<file path="src/sv/ptts_pkg.sv">
// Shared constants and types for the periodic task tick scheduler.
`timescale 1ns / 1ps

package ptts_pkg;

    localparam int TASK_SLOTS  = 8;
    localparam int SLOT_W      = (TASK_SLOTS > 1) ? $clog2(TASK_SLOTS) : 1;
    localparam int CNT_W       = $clog2(TASK_SLOTS + 1);
    localparam int MAX_RESULTS = 8;
    localparam int REP_W       = $clog2(MAX_RESULTS + 1);
    localparam int TIME_W      = 16;
    localparam int ENTRY_W     = 2 * TIME_W;
    localparam int MODE_W      = 3;
    localparam int IDX_W       = 3;

    typedef enum logic [MODE_W-1:0] {
        MODE_TICK    = 3'd0,
        MODE_CREATE  = 3'd1,
        MODE_SUSPEND = 3'd2,
        MODE_RESUME  = 3'd3,
        MODE_DELETE  = 3'd4
    } mode_t;

    typedef enum logic [1:0] {
        ST_IDLE,
        ST_WALK,
        ST_FINISH,
        ST_RESP
    } state_t;

endpackage

</file>
<file path="src/sv/periodic_task_tick_scheduler.sv">
// Top level: task slot table with per-tick walk over a period/countdown RAM.
//
//  channel | dir | beat fields
//  s_*     | in  | tdata: mode[2:0] task_index[5:3] period[21:6] first_delay[37:22]
//  m_*     | out | tdata: status[0] fired_task[3:1]; tuser: fired; tlast: last
//
// A tick walks the slots one per cycle while no output stall holds the walk;
// the RAM read is registered, so each slot is evaluated from registered read data.
// Create, suspend, resume and delete go from idle through the response state.
// Reset clears the present and resumed flags and the control state; period and
// countdown live in RAM, and a slot's entry is written by create before it is used.
// A stalled output holds the walk when a second firing slot needs a beat out.
`timescale 1ns / 1ps

module periodic_task_tick_scheduler (
    input  logic        clk,
    input  logic        rst_n,
    input  logic        s_tvalid,
    output logic        s_tready,
    input  logic [39:0] s_tdata,   // mode, task_index, period, first_delay
    output logic        m_tvalid,
    input  logic        m_tready,
    output logic [7:0]  m_tdata,   // status, fired_task
    output logic        m_tuser,   // fired
    output logic        m_tlast
);

    ptts_pkg::state_t state_reg, state_next;

    logic [ptts_pkg::MODE_W-1:0] in_mode;
    logic [ptts_pkg::IDX_W-1:0]  in_idx;
    logic [ptts_pkg::TIME_W-1:0] in_period;
    logic [ptts_pkg::TIME_W-1:0] in_delay;
    logic [ptts_pkg::SLOT_W-1:0] in_slot;
    logic                        in_valid_idx;
    logic                        in_accept;
    logic                        create_ok;

    logic [ptts_pkg::TASK_SLOTS-1:0] present_reg;
    logic [ptts_pkg::TASK_SLOTS-1:0] resumed_reg;
    logic                            status_reg;

    logic [ptts_pkg::CNT_W-1:0]  rd_idx_reg;
    logic                        eval_vld_reg;
    logic [ptts_pkg::SLOT_W-1:0] eval_idx_reg;
    logic                        pend_vld_reg;
    logic [ptts_pkg::IDX_W-1:0]  pend_idx_reg;
    logic [ptts_pkg::REP_W-1:0]  rep_cnt_reg;

    logic                        out_vld_reg;
    logic                        out_status_reg;
    logic                        out_fired_reg;
    logic [ptts_pkg::IDX_W-1:0]  out_task_reg;
    logic                        out_last_reg;

    logic                         ram_we;
    logic [ptts_pkg::SLOT_W-1:0]  ram_waddr;
    logic [ptts_pkg::ENTRY_W-1:0] ram_wdata;
    logic                         ram_re;
    logic [ptts_pkg::ENTRY_W-1:0] ram_rdata;

    logic                        ev_active;
    logic                        ev_fire;
    logic                        ev_report;
    logic [ptts_pkg::TIME_W-1:0] ev_cd;
    logic [ptts_pkg::TIME_W-1:0] ev_per;
    logic                        out_can;
    logic                        stall;
    logic                        issue;
    logic                        eval_done;

    logic                        push;
    logic                        push_status;
    logic                        push_fired;
    logic [ptts_pkg::IDX_W-1:0]  push_task;
    logic                        push_last;

    assign in_mode      = s_tdata[2:0];
    assign in_idx       = s_tdata[5:3];
    assign in_period    = s_tdata[21:6];
    assign in_delay     = s_tdata[37:22];
    assign in_slot      = ptts_pkg::SLOT_W'(in_idx);
    assign in_valid_idx = 32'(in_idx) < ptts_pkg::TASK_SLOTS;
    assign in_accept    = s_tvalid && s_tready;
    assign create_ok    = in_valid_idx && !present_reg[in_slot];

    // countdown in the low half of an entry, period in the high half
    assign ev_cd     = ram_rdata[ptts_pkg::TIME_W-1:0];
    assign ev_per    = ram_rdata[ptts_pkg::ENTRY_W-1:ptts_pkg::TIME_W];
    assign ev_active = eval_vld_reg && present_reg[eval_idx_reg] && resumed_reg[eval_idx_reg];
    assign ev_fire   = ev_active && (ev_cd == '0);
    assign ev_report = ev_fire && (rep_cnt_reg < ptts_pkg::REP_W'(ptts_pkg::MAX_RESULTS));
    assign out_can   = !out_vld_reg || m_tready;
    // a new firing slot pushes the held one out; wait if the output is full
    assign stall     = ev_report && pend_vld_reg && !out_can;
    assign issue     = (state_reg == ptts_pkg::ST_WALK) && !stall
                       && (rd_idx_reg < ptts_pkg::CNT_W'(ptts_pkg::TASK_SLOTS));
    assign eval_done = eval_vld_reg && !stall
                       && (eval_idx_reg == ptts_pkg::SLOT_W'(ptts_pkg::TASK_SLOTS - 1));

    ptts_ram #(
        .WIDTH (ptts_pkg::ENTRY_W),
        .DEPTH (ptts_pkg::TASK_SLOTS)
    ) u_slot_ram (
        .clk   (clk),
        .we    (ram_we),
        .waddr (ram_waddr),
        .wdata (ram_wdata),
        .re    (ram_re),
        .raddr (rd_idx_reg[ptts_pkg::SLOT_W-1:0]),
        .rdata (ram_rdata)
    );

    assign ram_re = issue;

    // next state
    always_comb
    begin
        state_next = state_reg;
        case (state_reg)
            ptts_pkg::ST_IDLE:
            begin
                if (in_accept)
                begin
                    if (ptts_pkg::mode_t'(in_mode) == ptts_pkg::MODE_TICK)
                    begin
                        state_next = ptts_pkg::ST_WALK;
                    end
                    else
                    begin
                        state_next = ptts_pkg::ST_RESP;
                    end
                end
            end
            ptts_pkg::ST_WALK:
            begin
                if (eval_done)
                begin
                    state_next = ptts_pkg::ST_FINISH;
                end
            end
            ptts_pkg::ST_FINISH,
            ptts_pkg::ST_RESP:
            begin
                if (out_can)
                begin
                    state_next = ptts_pkg::ST_IDLE;
                end
            end
            default:
            begin
                state_next = ptts_pkg::ST_IDLE;
            end
        endcase
    end

    // outputs of the state machine
    always_comb
    begin
        s_tready    = 1'b0;
        push        = 1'b0;
        push_status = 1'b0;
        push_fired  = 1'b0;
        push_task   = '0;
        push_last   = 1'b1;
        ram_we      = 1'b0;
        ram_waddr   = eval_idx_reg;
        ram_wdata   = {ev_per, ev_cd - ptts_pkg::TIME_W'(1)};
        case (state_reg)
            ptts_pkg::ST_IDLE:
            begin
                s_tready  = 1'b1;
                ram_waddr = in_slot;
                ram_wdata = {in_period, in_delay};
                ram_we    = in_accept && create_ok
                            && (ptts_pkg::mode_t'(in_mode) == ptts_pkg::MODE_CREATE);
            end
            ptts_pkg::ST_WALK:
            begin
                push       = ev_report && pend_vld_reg && out_can;
                push_fired = 1'b1;
                push_task  = pend_idx_reg;
                push_last  = 1'b0;
                ram_we     = ev_active && !stall;
                if (ev_fire)
                begin
                    ram_wdata = {ev_per, ev_per - ptts_pkg::TIME_W'(1)};
                end
            end
            ptts_pkg::ST_FINISH:
            begin
                push       = out_can;
                push_fired = pend_vld_reg;
                push_task  = pend_vld_reg ? pend_idx_reg : '0;
            end
            ptts_pkg::ST_RESP:
            begin
                push        = out_can;
                push_status = status_reg;
            end
            default:
            begin
                push = 1'b0;
            end
        endcase
    end

    always_ff @(posedge clk or negedge rst_n)
    begin
        if (!rst_n)
        begin
            state_reg    <= ptts_pkg::ST_IDLE;
            present_reg  <= '0;
            resumed_reg  <= '0;
            eval_vld_reg <= 1'b0;
            pend_vld_reg <= 1'b0;
            rd_idx_reg   <= '0;
            rep_cnt_reg  <= '0;
            out_vld_reg  <= 1'b0;
        end
        else
        begin
            state_reg <= state_next;

            if (push)
            begin
                out_vld_reg <= 1'b1;
            end
            else if (m_tready)
            begin
                out_vld_reg <= 1'b0;
            end

            if (in_accept)
            begin
                rd_idx_reg   <= '0;
                eval_vld_reg <= 1'b0;
                pend_vld_reg <= 1'b0;
                rep_cnt_reg  <= '0;
                case (ptts_pkg::mode_t'(in_mode))
                    ptts_pkg::MODE_CREATE:
                    begin
                        if (create_ok)
                        begin
                            present_reg[in_slot] <= 1'b1;
                            resumed_reg[in_slot] <= 1'b1;
                        end
                    end
                    ptts_pkg::MODE_SUSPEND:
                    begin
                        if (in_valid_idx)
                        begin
                            resumed_reg[in_slot] <= 1'b0;
                        end
                    end
                    ptts_pkg::MODE_RESUME:
                    begin
                        if (in_valid_idx)
                        begin
                            resumed_reg[in_slot] <= 1'b1;
                        end
                    end
                    ptts_pkg::MODE_DELETE:
                    begin
                        if (in_valid_idx)
                        begin
                            present_reg[in_slot] <= 1'b0;
                        end
                    end
                    default:
                    begin
                    end
                endcase
            end
            else if ((state_reg == ptts_pkg::ST_WALK) && !stall)
            begin
                eval_vld_reg <= issue;
                if (issue)
                begin
                    rd_idx_reg <= rd_idx_reg + ptts_pkg::CNT_W'(1);
                end
                if (ev_report)
                begin
                    pend_vld_reg <= 1'b1;
                    rep_cnt_reg  <= rep_cnt_reg + ptts_pkg::REP_W'(1);
                end
            end
        end
    end

    always_ff @(posedge clk)
    begin
        if (in_accept)
        begin
            status_reg <= (ptts_pkg::mode_t'(in_mode) == ptts_pkg::MODE_CREATE) && !create_ok;
        end
        if (issue)
        begin
            eval_idx_reg <= rd_idx_reg[ptts_pkg::SLOT_W-1:0];
        end
        if ((state_reg == ptts_pkg::ST_WALK) && !stall && ev_report)
        begin
            pend_idx_reg <= ptts_pkg::IDX_W'(eval_idx_reg);
        end
        if (push)
        begin
            out_status_reg <= push_status;
            out_fired_reg  <= push_fired;
            out_task_reg   <= push_task;
            out_last_reg   <= push_last;
        end
    end

    assign m_tvalid = out_vld_reg;
    assign m_tdata  = {4'b0, out_task_reg, out_status_reg};
    assign m_tuser  = out_fired_reg;
    assign m_tlast  = out_last_reg;

    a_rep_bound: assert property (@(posedge clk) disable iff (!rst_n)
        rep_cnt_reg <= ptts_pkg::REP_W'(ptts_pkg::MAX_RESULTS))
        else $error("more results counted than a tick may report");

    a_eval_in_walk: assert property (@(posedge clk) disable iff (!rst_n)
        (state_reg != ptts_pkg::ST_WALK) |-> !eval_vld_reg)
        else $error("slot evaluation outside of a walk");

    a_idle_last: assert property (@(posedge clk) disable iff (!rst_n)
        (state_reg == ptts_pkg::ST_IDLE && out_vld_reg) |-> out_last_reg)
        else $error("beat left without last while idle");

    a_no_late_write: assert property (@(posedge clk) disable iff (!rst_n)
        (state_reg == ptts_pkg::ST_FINISH || state_reg == ptts_pkg::ST_RESP) |-> !ram_we)
        else $error("slot RAM written after the walk ended");

endmodule

</file>
<file path="src/sv/ptts_ram.sv">
// Generic simple dual-port RAM with registered read.
`timescale 1ns / 1ps

module ptts_ram #(
    parameter int WIDTH = 32,
    parameter int DEPTH = 8
) (
    input  logic                                        clk,
    input  logic                                        we,
    input  logic [((DEPTH > 1) ? $clog2(DEPTH) : 1)-1:0] waddr,
    input  logic [WIDTH-1:0]                            wdata,
    input  logic                                        re,
    input  logic [((DEPTH > 1) ? $clog2(DEPTH) : 1)-1:0] raddr,
    output logic [WIDTH-1:0]                            rdata
);

    logic [WIDTH-1:0] mem [DEPTH];
    logic [WIDTH-1:0] rdata_reg;

    always_ff @(posedge clk)
    begin
        if (we)
        begin
            mem[waddr] <= wdata;
        end
        if (re)
        begin
            rdata_reg <= mem[raddr];
        end
    end

    assign rdata = rdata_reg;

endmodule

</file>
<file path="config.mk">
export PLATFORM = sky130hd
export DESIGN_NAME = periodic_task_tick_scheduler
export DESIGN_NICKNAME = d
export VERILOG_FILES = /design/src/sv/ptts_pkg.sv /design/src/sv/periodic_task_tick_scheduler.sv /design/src/sv/ptts_ram.sv
export SDC_FILE = /design/constraint.sdc
export NUM_CORES = 1
export LEC_CHECK = 0
export BUFFER_PORTS_ARGS = -buffer_cell sky130_fd_sc_hd__buf_2
export CORE_ASPECT_RATIO = 0.8
export CORE_MARGIN = 2
export CORE_UTILIZATION = 30
export DETAILED_ROUTE_END_ITERATION = 8
export PLACE_DENSITY = 0.48
export SYNTH_ARGS = -nofsm -noshare
export SYNTH_HDL_FRONTEND = slang
export SYNTH_SLANG_ARGS = --single-unit
</file>
<file path="constraint.sdc">
create_clock -name clk -period 8.5 [get_ports clk]
set_input_delay 0.85 -clock clk [delete_from_list [all_inputs] [get_ports clk]]
set_output_delay 0.85 -clock clk [all_outputs]
set_load 0.1 [all_outputs]
</file>
==> run_results.csv <==
group,metric,value,unit
floorplan,die-area,48240,um2
critical_path,critPathArrivalTime,3.90,ns
placed_design,pre_cts_ws,4.689,ns
yosys,synth_seq_cells,330,
clock_network,cts_buffers,34,
sta,rsz0062_at_grt,"false",
routing,first_pass_iters,5,
pwr,pwr_density_cell,331.2,nW/um2
yosys,syn_inst,794,
global_routing,track_usage,14.28,%
cells_and_area,area_growth,14.70,%
pwr,p_int,3.558,mW
critical_path,start_kind,"flop",
critical_path,cp_max_fo,47,
floorplan,core_area,45810,um2
routing,routedWlPerCell,22.62,um
floorplan,die_w,245.1,um
pwr,p_sw_share,32.84,%
run_status,status,"complete, no violations",
global_routing,overflow,0,
routing,route.detailed.drc,0,
cells_and_area,final_common_cell,"edfxtp_1",
clock_network,clockBufferDepth,3,
yosys,ys.flop_type,"edfxtp_1",
routing,drt_iter0_markers,623,
clock_network,ctsHoldBuffers,0,
cells_and_area,fin_nets,908,
placed_design,place_congestion,0.7613,
yosys,netlist_area,13950,um2
clock_network,cts_tree,"built",
sta,worst_slack,4.751,ns
yosys,yosysWarningCount,0,
floorplan,pin_count,56,
yosys,synth_edf_count,301,
yosys,synth_seq_area_share,70.02,%
placed_design,io_buffers,49,
clock_network,worstSkewPairLatency,0.53,ns
pwr,p_leak,5.114,nW
critical_path,crit_path_top_delay_cell,"buf_4",
cells_and_area,final_cell_mix,"edfxtp_1, mux4_2, buf_2",
routing,route.vias.total,7352,
critical_path,critical_path_buf_inv_count,4,
cells_and_area,fillers,4312,
sta,layout_worst_path_cycle_share,44.11,%
cells_and_area,diodes,0,
clock_network,post_cts_buffers,0,
clock_network,cts_htree_levels,2,
clock_network,clkSlewWorstSetupHoldPaths,0.06,ns
routing,routed_wl,33750,um
cells_and_area,largest_reg_flops,256,
flow_run,maxCapViolCount,0,
cells_and_area,fin_area,16000,um2
pwr,worst_ir_drop_vdd,295.7,uV
sta,slew_viol_final,0,
yosys,yosysTopAreaCell,"edfxtp_1",
pwr,seq_power_share,46.5,%
sta,hold_viol_final,0,
sta,setup_viol,0,
critical_path,crit_type,"reg2reg",
clock_network,clock_sinks,330,
yosys,synth_top_area_share,64.81,%
pwr,pwr-share-clk,26.8,%
placed_design,hpwl,19300,um
sta,slew_headroom,26.30,%
global_routing,first_global_vias,7558,
critical_path,crit_path_end_kind,"flop",
yosys,async_reset_ff_share,8.788,%
global_routing,grt_max_degree,69,
floorplan,die_h,196.8,um
pwr,pwr-share-comb,26.7,%
global_routing,antenna_found_initial,0,
critical_path,max_stage_delay,0.56,ns
critical_path,cp_top_family,"buffers and inverters",
clock_network,cts_resized,0,
yosys,synth.area.top_cells,"edfxtp_1, mux4_2, dfrtp_1",
sta,fin_setup_tns,0,ns
sta,tightestPinTransition,1.103,ns
critical_path,required,8.65,ns
critical_path,path_cells,"inv_1 -> ha_2 -> buf_4 -> nand2_1 -> inv_1 -> a32o_1 -> nand2b_2 -> nor2_4 -> buf_4",
clock_network,cts-root-buf,"clkbuf_16",
hold_path,min_path_type,"in2async",
sta,fin_crit,3.749,ns
pwr,switchingPower,1.740,mW
floorplan,rows,70,
routing,ant_nets,0,
yosys,avgSynthCellArea,17.56,um2
placed_design,placed_cell_area,14960,um2
routing,via_per_inst,4.928,
floorplan,initial_utilization,30.45,%
global_routing,grt_pass1_wl,50490,um
cells_and_area,drive_gt1_share,26.93,%
yosys,synthDistinctLibCells,64,
sta,fin_skew,0.01937,ns
sta,max_freq,266.7,MHz
-- stage by stage --
stage	total power [mW]	hold WS [ns]	util (%)	instances
after global placement	3.918	0.4951	32.67	1432
after floorplan	3.461	0.4231	-	797
after CTS	5.351	0.3850	34.92	1492
after global routing	5.563	0.4145	34.92	1492
final	5.298	0.3803	34.92	1492
after detailed placement	3.928	0.5007	32.67	1432
-- cells by family after synthesis --
| logic type | Yosys count | synth area share (%) |
|---|---|---|
| flops | 330 | 70.02 |
| simple gates | 163 | 6.666 |
| mux | 108 | 13.97 |
| compound gates | 107 | 5.284 |
| buf+inv | 50 | 1.624 |
| xor+xnor | 27 | 1.696 |
| fa+ha+maj | 8 | 0.7178 |
| other cells | 1 | 0.02689 |
-- synth_stat cells, types with 3 or more instances --
cell	n
mux2_2	33
nor3_1	10
nand3b_1	5
buf_1	6
nor3b_1	5
a221o_1	6
nand3_1	16
nor2b_1	3
nand2b_1	6
a21oi_1	34
dfrtp_1	29
nand4_1	3
a22o_1	17
a22oi_1	3
nor4_1	5
xor2_1	13
nor2_1	46
nand2_1	35
nor4_4	3
buf_4	5
clkbuf_1	20
ha_1	8
edfxtp_1	301
inv_1	10
mux4_2	66
a31oi_1	6
mux2i_1	9
o21ai_0	16
buf_2	7
a32o_1	4
xnor2_1	14
and2_1	4
-- power groups by stage --
stage | clock network [mW] | registers, mW | logic, mW
floorplan | 0 | 2.44 | 1.02
global placement | 0 | 2.50 | 1.42
detailed placement | 0 | 2.50 | 1.43
CTS | 1.45 | 2.47 | 1.43
global route | 1.52 | 2.49 | 1.55
finish | 1.42 | 2.46 | 1.42
-- worst register-to-register path: cells and delay by family, from the launching register on --
| kind | cells | cell delay (ns) |
|---|---|---|
| AOI/OAI and AO/OA | 1 | 0.26 |
| adders and majority gates | 1 | 0.17 |
| and+or+nand+nor | 3 | 0.79 |
| buffers and inverters | 4 | 1.73 |
| DFF | 1 | 0.39 |
-- layer usage --
layer,wire length (um),vias up,track usage [%]
met2,14770,182,21.18
met4,517,0,3.184
met5,0,-,0
met3,1573,38,2.478
li1,-,3315,-
met1,16890,3817,21.79
-- path summary, 6_finish.rpt --
path,startpoint,end,slack [ns],cells past startpoint
max in group asynchronous,rst_n,rd_idx_reg[1]$_DFFE_PN0P_,7.60,1
min,rst_n,asynchronous set/reset pin,0.38,1
max reg2reg,state_reg[0]$_DFFE_PN0P_,u_slot_ram.mem[6][7]$_DFFE_PP_,4.75,9
max,state_reg[0]$_DFFE_PN0P_,u_slot_ram.mem[6][7]$_DFFE_PP_,4.75,9
min in group clk,flop,flop,0.52,2
min reg2reg,flop,flop,0.52,2
-- area by class of cell --
class	instances	area, um2	share of cell area, %
multi-input combinational	417	4040	25.26
tap	612	765.7	4.787
clock buffer	39	869.6	5.436
timing repair buffer	62	342.8	2.143
sequential	330	9773	61.09
inverter	11	41.29	0.2581
clock inverter	21	163.9	1.025
No activity file was read; power rests on OpenSTA's default activity.
